### config.mk
export PLATFORM = sky130hd
export DESIGN_NAME = sorted_list_table_unit_flat
export DESIGN_NICKNAME = d
export VERILOG_FILES = /design/src/rtl/core/slt_pkg.sv /design/src/rtl/core/slt_if.sv /design/src/rtl/core/slt_cell.sv /design/src/rtl/core/sorted_list_table_unit.sv /design/src/flat_wrapper.sv
export SDC_FILE = /design/constraint.sdc
export NUM_CORES = 2
export LEC_CHECK = 0
export BUFFER_PORTS_ARGS = -buffer_cell sky130_fd_sc_hd__buf_2
export CORE_ASPECT_RATIO = 0.5
export CORE_MARGIN = 2
export CORE_UTILIZATION = 60
export DETAILED_ROUTE_END_ITERATION = 8
export PLACE_DENSITY = 0.82
export SETUP_SLACK_MARGIN = 0.4
export SKIP_LAST_GASP = 1
export SYNTH_ARGS = -nofsm -noshare
export SYNTH_HDL_FRONTEND = slang
export SYNTH_HIERARCHICAL = 1
export SYNTH_SLANG_ARGS = --single-unit
### constraint.sdc
create_clock -name clk -period 10.12 [get_ports clk]
set_clock_uncertainty 0.05 [all_clocks]
set_input_delay 3.036 -clock clk [delete_from_list [all_inputs] [get_ports clk]]
set_output_delay 3.036 -clock clk [all_outputs]
set_load 0.05 [all_outputs]
### src/rtl/core/slt_pkg.sv
`timescale 1ns / 1ps
`default_nettype none
// ----------------------------------------------------------------------------
// slt_pkg
// Shared widths, opcode and status codes and the cell control bundle of the
// sorted list table.
// ----------------------------------------------------------------------------
package slt_pkg;

  localparam int DATA_W   = 32;
  localparam int OP_W     = 3;
  localparam int STATUS_W = 2;
  localparam int COUNT_W  = 5;

  typedef logic [OP_W-1:0]            opcode_t;
  typedef logic [STATUS_W-1:0]        status_t;
  typedef logic signed [DATA_W-1:0]   value_t;
  typedef logic [COUNT_W-1:0]         count_t;

  localparam opcode_t OP_INSERT       = 3'd0;
  localparam opcode_t OP_REMOVE_FIRST = 3'd1;
  localparam opcode_t OP_REMOVE_LAST  = 3'd2;
  localparam opcode_t OP_REMOVE_VALUE = 3'd3;
  localparam opcode_t OP_SEARCH       = 3'd4;
  localparam opcode_t OP_CLEAR        = 3'd5;

  localparam status_t ST_OK        = 2'd0;
  localparam status_t ST_EMPTY     = 2'd1;
  localparam status_t ST_NOT_FOUND = 2'd2;
  localparam status_t ST_FULL      = 2'd3;

  // Per-cycle command broadcast to every cell.
  typedef struct packed {
    logic ins;        // insert at the first cell not below the operand
    logic shl_all;    // every cell takes its right neighbour
    logic shl_upper;  // cells not below the operand take their right neighbour
    logic drop_last;  // topmost valid cell goes empty
    logic clr;        // all cells go empty
  } ctrl_t;

endpackage
`default_nettype wire

### src/rtl/core/slt_if.sv
`timescale 1ns / 1ps
`default_nettype none
// ----------------------------------------------------------------------------
// slt_if
// Valid/ready channels of the sorted list table: operation in, result out.
// ----------------------------------------------------------------------------
interface slt_op_if;
  logic                valid;
  logic                ready;
  slt_pkg::opcode_t    opcode;
  slt_pkg::value_t     operand_value;

  modport source (output valid, output opcode, output operand_value, input ready);
  modport sink   (input valid, input opcode, input operand_value, output ready);
endinterface

interface slt_res_if;
  logic                valid;
  logic                ready;
  slt_pkg::status_t    status;
  slt_pkg::value_t     result_value;
  slt_pkg::count_t     entry_count;

  modport source (output valid, output status, output result_value,
                  output entry_count, input ready);
  modport sink   (input valid, input status, input result_value,
                  input entry_count, output ready);
endinterface
`default_nettype wire

### src/rtl/core/slt_cell.sv
`timescale 1ns / 1ps
`default_nettype none
// ----------------------------------------------------------------------------
// slt_cell
// One slot of the sorted row: holds a value and a valid flag, compares it
// with the broadcast operand and shifts with its neighbours.
// ----------------------------------------------------------------------------
module slt_cell (
  input  wire logic            clk,
  input  wire logic            rst_n,
  input  wire slt_pkg::ctrl_t  ctrl,
  input  wire slt_pkg::value_t op_value,
  input  wire slt_pkg::value_t left_value,
  input  wire logic            left_valid,
  input  wire logic            left_gt,
  input  wire slt_pkg::value_t right_value,
  input  wire logic            right_valid,
  output slt_pkg::value_t      cell_value,
  output logic                 cell_valid,
  output logic                 cell_gt,
  output logic                 cell_eq
);

  slt_pkg::value_t value_r, value_nxt;
  logic            valid_r, valid_nxt;

  // operand sits above this entry (signed order)
  assign cell_gt = valid_r && (op_value > value_r);
  assign cell_eq = valid_r && (op_value == value_r);

  always_comb begin
    value_nxt = value_r;
    valid_nxt = valid_r;
    priority if (ctrl.clr) begin
      valid_nxt = 1'b0;
    end else if (ctrl.ins) begin
      if (!cell_gt) begin
        value_nxt = left_gt ? op_value : left_value;
        valid_nxt = left_valid;
      end
    end else if (ctrl.shl_all || (ctrl.shl_upper && !cell_gt)) begin
      value_nxt = right_value;
      valid_nxt = right_valid;
    end else if (ctrl.drop_last) begin
      valid_nxt = right_valid;
    end
  end

  always_ff @(posedge clk) begin
    value_r <= value_nxt;
    if (!rst_n) begin
      valid_r <= 1'b0;
    end else begin
      valid_r <= valid_nxt;
    end
  end

  assign cell_value = value_r;
  assign cell_valid = valid_r;

endmodule
`default_nettype wire

### src/rtl/core/sorted_list_table_unit.sv
`timescale 1ns / 1ps
`default_nettype none
// The result of an operation is registered and shown on out_chan in the cycle after its transfer.
// Throughput: one operation per cycle while out_chan takes its results; all cells compare
// against the operand at once, so the row of DEPTH cells settles every operation in parallel.
// A stalled result holds off only the next transfer while out_chan is not ready.
// Reset: count zero, every cell empty; stored values are left as they are
// and need no clearing pass.
// ----------------------------------------------------------------------------
// sorted_list_table_unit
// Sorted store of up to DEPTH signed values built as a row of compare-and-
// shift cells, with insert, remove first/last/value, search and clear.
// ----------------------------------------------------------------------------
module sorted_list_table_unit #(
  parameter int DEPTH = 16
) (
  input  wire logic  clk,
  input  wire logic  rst_n,
  slt_op_if.sink     in_chan,
  slt_res_if.source  out_chan
);

  localparam int CW = $clog2(DEPTH + 1);

  // Cell row signals
  slt_pkg::value_t cell_value [DEPTH];
  logic [DEPTH-1:0] cell_valid;
  logic [DEPTH-1:0] cell_gt;
  logic [DEPTH-1:0] cell_eq;
  logic [DEPTH-1:0] cell_last;   // topmost valid cell
  slt_pkg::ctrl_t   ctrl;

  // Control and result registers
  logic [CW-1:0]      count_r, count_nxt;
  logic               out_valid_r;
  slt_pkg::status_t   status_r, status_nxt;
  slt_pkg::value_t    result_r, result_nxt;
  logic [CW+4:0]      count_ext;

  logic            in_xfer;
  logic            full;
  logic            empty;
  logic            found;
  slt_pkg::value_t last_value;

  // Output stage frees up whenever its result is being taken.
  assign in_chan.ready = !out_valid_r || out_chan.ready;
  assign in_xfer       = in_chan.valid && in_chan.ready;

  assign full  = cell_valid[DEPTH-1];
  assign empty = !cell_valid[0];
  assign found = |cell_eq;

  // Largest value: select the cell at the top of the valid run.
  always_comb begin
    last_value = '0;
    for (int i = 0; i < DEPTH; i++) begin
      if (cell_last[i]) last_value = last_value | cell_value[i];
    end
  end

  // Decode the transfer into a row command, status and returned value.
  always_comb begin
    ctrl       = '0;
    status_nxt = slt_pkg::ST_OK;
    result_nxt = in_chan.operand_value;
    count_nxt  = count_r;
    if (in_xfer) begin
      unique case (in_chan.opcode)
        slt_pkg::OP_INSERT: begin
          if (full) begin
            status_nxt = slt_pkg::ST_FULL;
          end else begin
            ctrl.ins  = 1'b1;
            count_nxt = count_r + CW'(1);
          end
        end
        slt_pkg::OP_REMOVE_FIRST: begin
          if (empty) begin
            status_nxt = slt_pkg::ST_EMPTY;
          end else begin
            ctrl.shl_all = 1'b1;
            result_nxt   = cell_value[0];
            count_nxt    = count_r - CW'(1);
          end
        end
        slt_pkg::OP_REMOVE_LAST: begin
          if (empty) begin
            status_nxt = slt_pkg::ST_EMPTY;
          end else begin
            ctrl.drop_last = 1'b1;
            result_nxt     = last_value;
            count_nxt      = count_r - CW'(1);
          end
        end
        slt_pkg::OP_REMOVE_VALUE: begin
          priority if (empty) begin
            status_nxt = slt_pkg::ST_EMPTY;
          end else if (found) begin
            // equal values are contiguous, so the first match is the first
            // cell the operand does not exceed
            ctrl.shl_upper = 1'b1;
            count_nxt      = count_r - CW'(1);
          end else begin
            status_nxt = slt_pkg::ST_NOT_FOUND;
          end
        end
        slt_pkg::OP_SEARCH: begin
          priority if (empty) begin
            status_nxt = slt_pkg::ST_EMPTY;
          end else if (!found) begin
            status_nxt = slt_pkg::ST_NOT_FOUND;
          end else begin
            status_nxt = slt_pkg::ST_OK;
          end
        end
        slt_pkg::OP_CLEAR: begin
          ctrl.clr  = 1'b1;
          count_nxt = '0;
        end
        default: begin
          // unused opcodes: no change, operand echoed
          status_nxt = slt_pkg::ST_OK;
        end
      endcase
    end
  end

  // Row of cells; at the left edge the neighbour is the operand, at the right edge an empty cell.
  for (genvar i = 0; i < DEPTH; i++) begin : g_cell
    slt_pkg::value_t l_value, r_value;
    logic            l_valid, l_gt, r_valid;

    if (i == 0) begin : g_left_edge
      assign l_value = in_chan.operand_value;
      assign l_valid = 1'b1;
      assign l_gt    = 1'b1;
    end else begin : g_left
      assign l_value = cell_value[i-1];
      assign l_valid = cell_valid[i-1];
      assign l_gt    = cell_gt[i-1];
    end

    if (i == DEPTH - 1) begin : g_right_edge
      assign r_value   = cell_value[i];
      assign r_valid   = 1'b0;
    end else begin : g_right
      assign r_value   = cell_value[i+1];
      assign r_valid   = cell_valid[i+1];
    end

    assign cell_last[i] = cell_valid[i] && !r_valid;

    slt_cell u_cell (
      .clk         (clk),
      .rst_n       (rst_n),
      .ctrl        (ctrl),
      .op_value    (in_chan.operand_value),
      .left_value  (l_value),
      .left_valid  (l_valid),
      .left_gt     (l_gt),
      .right_value (r_value),
      .right_valid (r_valid),
      .cell_value  (cell_value[i]),
      .cell_valid  (cell_valid[i]),
      .cell_gt     (cell_gt[i]),
      .cell_eq     (cell_eq[i])
    );
  end

  // Count and output register
  always_ff @(posedge clk) begin
    if (in_xfer) begin
      status_r <= status_nxt;
      result_r <= result_nxt;
    end
    if (!rst_n) begin
      count_r     <= '0;
      out_valid_r <= 1'b0;
    end else begin
      count_r <= count_nxt;
      if (in_xfer) begin
        out_valid_r <= 1'b1;
      end else if (out_chan.ready) begin
        out_valid_r <= 1'b0;
      end
    end
  end

  // count reported modulo 32, as the result field is five bits wide
  assign count_ext             = (CW + 5)'(count_r);
  assign out_chan.valid        = out_valid_r;
  assign out_chan.status       = status_r;
  assign out_chan.result_value = result_r;
  assign out_chan.entry_count  = count_ext[4:0];

  // ---------------------------------------------------------------------------
  // Assertions
  // ---------------------------------------------------------------------------
  a_count_range: assert property (@(posedge clk) disable iff (!rst_n)
    count_r <= CW'(DEPTH))
    else $error("entry count beyond depth");

  a_valid_matches_count: assert property (@(posedge clk) disable iff (!rst_n)
    $countones(cell_valid) == int'(count_r))
    else $error("cell valid flags disagree with entry count");

  a_valid_thermometer: assert property (@(posedge clk) disable iff (!rst_n)
    $onehot0(cell_last) && (empty || $onehot(cell_last)))
    else $error("valid cells not a contiguous run from the low end");

  a_full_drop: assert property (@(posedge clk) disable iff (!rst_n)
    in_xfer && (in_chan.opcode == slt_pkg::OP_INSERT) && full
    |=> (status_r == slt_pkg::ST_FULL) && (count_r == CW'(DEPTH)))
    else $error("insert into full store not flagged");

  a_sorted_pair: assert property (@(posedge clk) disable iff (!rst_n)
    cell_valid[1] |-> (cell_value[0] <= cell_value[1]))
    else $error("lowest two entries out of order");

endmodule
`default_nettype wire
### src/flat_wrapper.sv
// flat-port wrapper written by rule: the top's interface ports become plain ports
module sorted_list_table_unit_flat 
#(
  parameter int DEPTH = 16
)
  (clk, rst_n, in_chan_valid, in_chan_opcode, in_chan_operand_value, in_chan_ready, out_chan_valid, out_chan_status, out_chan_result_value, out_chan_entry_count, out_chan_ready);
  slt_op_if in_chan_i ();
  slt_res_if out_chan_i ();
  input  wire logic clk;
  input  wire logic rst_n;
  input wire logic [$bits(in_chan_i.valid)-1:0] in_chan_valid;
  input wire logic [$bits(in_chan_i.opcode)-1:0] in_chan_opcode;
  input wire logic [$bits(in_chan_i.operand_value)-1:0] in_chan_operand_value;
  output wire logic [$bits(in_chan_i.ready)-1:0] in_chan_ready;
  output wire logic [$bits(out_chan_i.valid)-1:0] out_chan_valid;
  output wire logic [$bits(out_chan_i.status)-1:0] out_chan_status;
  output wire logic [$bits(out_chan_i.result_value)-1:0] out_chan_result_value;
  output wire logic [$bits(out_chan_i.entry_count)-1:0] out_chan_entry_count;
  input wire logic [$bits(out_chan_i.ready)-1:0] out_chan_ready;
  assign in_chan_i.valid = in_chan_valid;
  assign in_chan_i.opcode = in_chan_opcode;
  assign in_chan_i.operand_value = in_chan_operand_value;
  assign in_chan_ready = in_chan_i.ready;
  assign out_chan_valid = out_chan_i.valid;
  assign out_chan_status = out_chan_i.status;
  assign out_chan_result_value = out_chan_i.result_value;
  assign out_chan_entry_count = out_chan_i.entry_count;
  assign out_chan_i.ready = out_chan_ready;
  sorted_list_table_unit #(.DEPTH(DEPTH)) u_core (.clk(clk), .rst_n(rst_n), .in_chan(in_chan_i), .out_chan(out_chan_i));
endmodule
Word-level counts from Yosys, hierarchy flattened
Index checks and enable logic that the tools add are counted.

Flip-flop bits (word level): 568. Word-level logic and storage cells: 462.

Add/subtract/negate cells: 2. Magnitude comparators: 16. Equality and inequality tests: 41. Mux-type cells: 165. Bitwise operators: 18. Reduce and logical (&&, ||, !) cells: 184.

Operators with widths (count): 32-bit two-way mux (78); 32-bit equality test (16); 32-bit > comparator (16); 32-bit OR (15); 1-bit two-way mux (76); 1-bit logical AND (64); 32-bit case mux with 2 select lines (1); 3-bit AND reduction (16); 3-bit nonzero test (16); 2-bit != test, second input constant (18); 1-bit zero test (32); 2-bit AND reduction (16); 2-bit nonzero test (16); 5-bit two-way mux (5); 5-bit case mux with 4 select lines (1); 1-bit logical OR (17); 16-bit OR reduction (1); 3-bit by 2-bit equality test with 1-bit output, second input constant (2); 3-bit equality test, second input constant (2); 2-bit two-way mux (3); 2-bit case mux with 3 select lines (1); 6-bit AND reduction (1); 2-bit OR reduction (3); 5-bit by 1-bit adder with 5-bit output, second input constant (1); 6 further kinds (9).

Depth between registers and ports, before layout
Word-level depth: 35. Mapped depth: 14. Gate-level depth less buffers: 14.

Modules after synthesis
The synthesis kept the hierarchy.

By module, submodules not included: slt_cell (times used 16, cells an instance 270, area an instance 2519.9 um^2, seq. area each 980.9 um^2); sorted_list_table_unit (times used 1, cells an instance 579, area an instance 5093.6 um^2, seq. area each 1141.1 um^2).

Worst setup path before layout
No wires, ideal clock.

Path kind: input to register. Start: in in_chan_operand_value[31]. End: reg u_core.g_cell[0].u_cell.value_r[0], enable pin. Setup time: 0.394 ns. Arrival: 8.052 ns. Data required time: 9.676 ns. Slack: 1.623 ns. Cell stages on the path: 11. Path buffers: 0. Path through: ha_1 -> nand4_1 -> nor4_1 -> and3_2 -> and3_1 -> nor4_1 -> nand4_1 -> nor4b_1 -> nor3_1 -> nor2_1 -> o31a_1.

RTL lines: start, declared (RTL line flat_wrapper.sv:13) `input wire logic [$bits(in_chan_i.operand_value)-1:0] in_chan_operand_value;`; end signal, assigned (RTL line slt_cell.sv:50) `value_r <= value_nxt;`; end, declared (RTL line slt_cell.sv:24) `slt_pkg::value_t value_r, value_nxt;`.

==> results.sh <==
export IMPL_cap_violations=0
export IMPL_dp_cells=5799
export IMPL_postLayoutCoreUtil=0.643
export IMPL_synthCells=4898
export IMPL_die_h_um=199
export IMPL_end_kind="register"
export IMPL_ctsHoldBuffers=0
export IMPL_crit_type="input port to register"
export IMPL_placed_area_mm2=0.0465
export IMPL_dr_pass1_iters=8
export IMPL_fmaxAchievable_mhz=131
export IMPL_fp_coreArea_mm2=0.0751
export IMPL_rsz0062_at_grt="no"
export IMPL_wl_per_cell_um=27.9
export IMPL_cp_cell_sequence="buf_2 > ha_1 > nand4_1 > nor4_1 > and3_2 > and3_1 > nor4_1 > nand4_1 > nor4b_2 > buf_4 > nor3_1 > nor2_1 > o31a_2"
export IMPL_setup_viol=0
export IMPL_cts_setup_buffers=0
export IMPL_rrSetupSlack_ns=4.93
export IMPL_grt_max_degree=275
export IMPL_power_density_mw_per_mm2=115
export IMPL_clk_latency_ns=0.69
export IMPL_syn2layout_area_growth_pct=6.24
export IMPL_grt_pass1_vias=37800
export IMPL_cp_slowest_cell="nor4_1"
export IMPL_dp_slack_ns=2.17
export IMPL_hold_ws_ns=0.458
export IMPL_cp_slowest_stage_delay_ns=1.04
export IMPL_p_leak_nw=19.4
export IMPL_power_mw=5.53
export IMPL_htree_levels=2
export IMPL_place_gp_congestion=1.04
export IMPL_num_vias=40800
export IMPL_num_io_pins=80
export IMPL_antenna_found_initial=3
export IMPL_numCtsBuffers=55
export IMPL_post_cts_resize_count=0
export IMPL_fin_nets=5389
export IMPL_track_usage=0.412
export IMPL_dp_hpwl_mm=115
export IMPL_syn_area_mm2=0.0454
export IMPL_cts_root_buf="clkbuf_16"
export IMPL_relSlewSlack=0.176
export IMPL_hold_class="register to register"
export IMPL_postRouteAntennaNets=0
export IMPL_grt_pass1_wl_mm=240
export IMPL_start_kind="input port"
export IMPL_vias_per_cell=6.91
export IMPL_tightestPinTransition_ns=1.23
export IMPL_io_buffers=79
export IMPL_drtIter0Drc=7262
export IMPL_routed_wirelength_mm=164
export IMPL_avgSynthCellArea_um2=9.27
export IMPL_tritoncts="done"
export IMPL_n_antenna_cell=0
export IMPL_cts_sinks=568
export IMPL_die_width_um=393
export IMPL_period_share=0.754
export IMPL_report_final_slew_viol_count=0
export IMPL_hold_violations=0
export IMPL_status="finished, final reports clean"
export IMPL_crit_required_ns=10.32
export IMPL_die_area_mm2=0.0780
export IMPL_clockBufferDepth=3
export IMPL_cp_max_fo=34
export IMPL_layout_setup_ws_ns=2.49
export IMPL_clk_pin_slew_ns=0.07
export IMPL_drc=0
export IMPL_rows=71
export IMPL_fin_crit_ns=7.63
export IMPL_worstPathArrival_ns=7.83
export IMPL_drive_gt1_frac=0.0645
export IMPL_final_area_mm2=0.0482
export IMPL_start_util=0.605
export IMPL_gr_total_overflow=0
export IMPL_fin_setup_tns_ns=0
export IMPL_peakVddDrop_mv=0.116
export IMPL_instances_no_fill=5902
export IMPL_yosysWarnings=6
routing by layer:
layer | track usage | share of wire | up-vias
met5 | 0 | 0 | -
met4 | 0.186 | 0.051 | 0
met3 | 0.118 | 0.15 | 536
met2 | 0.597 | 0.41 | 3126
met1 | 0.570 | 0.38 | 19300
li1 | - | - | 17900
cell type report:
| cell class | instances | area (um^2) |
|---|---|---|
| Tap cell | 1022 | 1280 |
| Clock inverter | 34 | 275 |
| Clock buffer | 69 | 1430 |
| Fill cell | 6071 | 26800 |
| Multi-Input combinational cell | 3558 | 25600 |
| Sequential cell | 568 | 16800 |
| Timing Repair Buffer | 131 | 823 |
| Inverter | 520 | 1950 |
state kept, by name (all words and copies together), names as in the netlist:
name and flops:
u_core/out_chan.result_value 32, u_core/g_cell.u_cell/cell_value 512, u_core/out_chan.valid 1, u_core/out_chan.status 2, u_core/out_chan.entry_count 5, u_core/g_cell.u_cell/cell_valid 16
critical path, delay by kind of cell:
family	cells	cell delay, ns
simple gates	9	2.47
fa+ha+maj	1	0.30
buf+inv	2	1.04
compound gates	1	0.90
report_power, final:
part           switching (mW)  internal (mW)
clock network            1.02           1.10
registers              0.0592           2.62
logic                   0.493          0.226
path summary, 6_finish.rpt:
path                                               start                                    end  depth (start not counted)
setup / recovery               in_chan_operand_value[27]  u_core/g_cell[9].u_cell/cell_value[3]                         13
hold / removal            u_core/out_chan.entry_count[4]         u_core/out_chan.entry_count[4]                          2
setup reg to reg  u_core/g_cell[7].u_cell/cell_value[31]  u_core/g_cell[9].u_cell/cell_value[3]                         13
hold reg to reg           u_core/out_chan.entry_count[4]         u_core/out_chan.entry_count[4]                          2
placed cells by master, fill, tap and decap left out, types with 17 or more instances in the layout:
master       n
a211oi_1    33
a21o_1      35
a21oi_1    690
a221oi_1    43
a221oi_2    29
a22o_1      24
a22oi_1    228
and3_2      17
buf_2       79
buf_4       49
clkbuf_16   55
clkinv_2    18
dfxtp_1     21
edfxtp_1   546
ha_1       515
inv_1      519
mux2i_1    528
nand2_1    168
nand2b_1    18
nand3_1     38
nand4_1    136
nor2_1     679
nor2b_1     35
nor3_1      33
nor4_1      20
o21ai_0     65
o21ai_1     22
xnor2_1     19
Note: power is estimated with default switching activity, not from simulation.
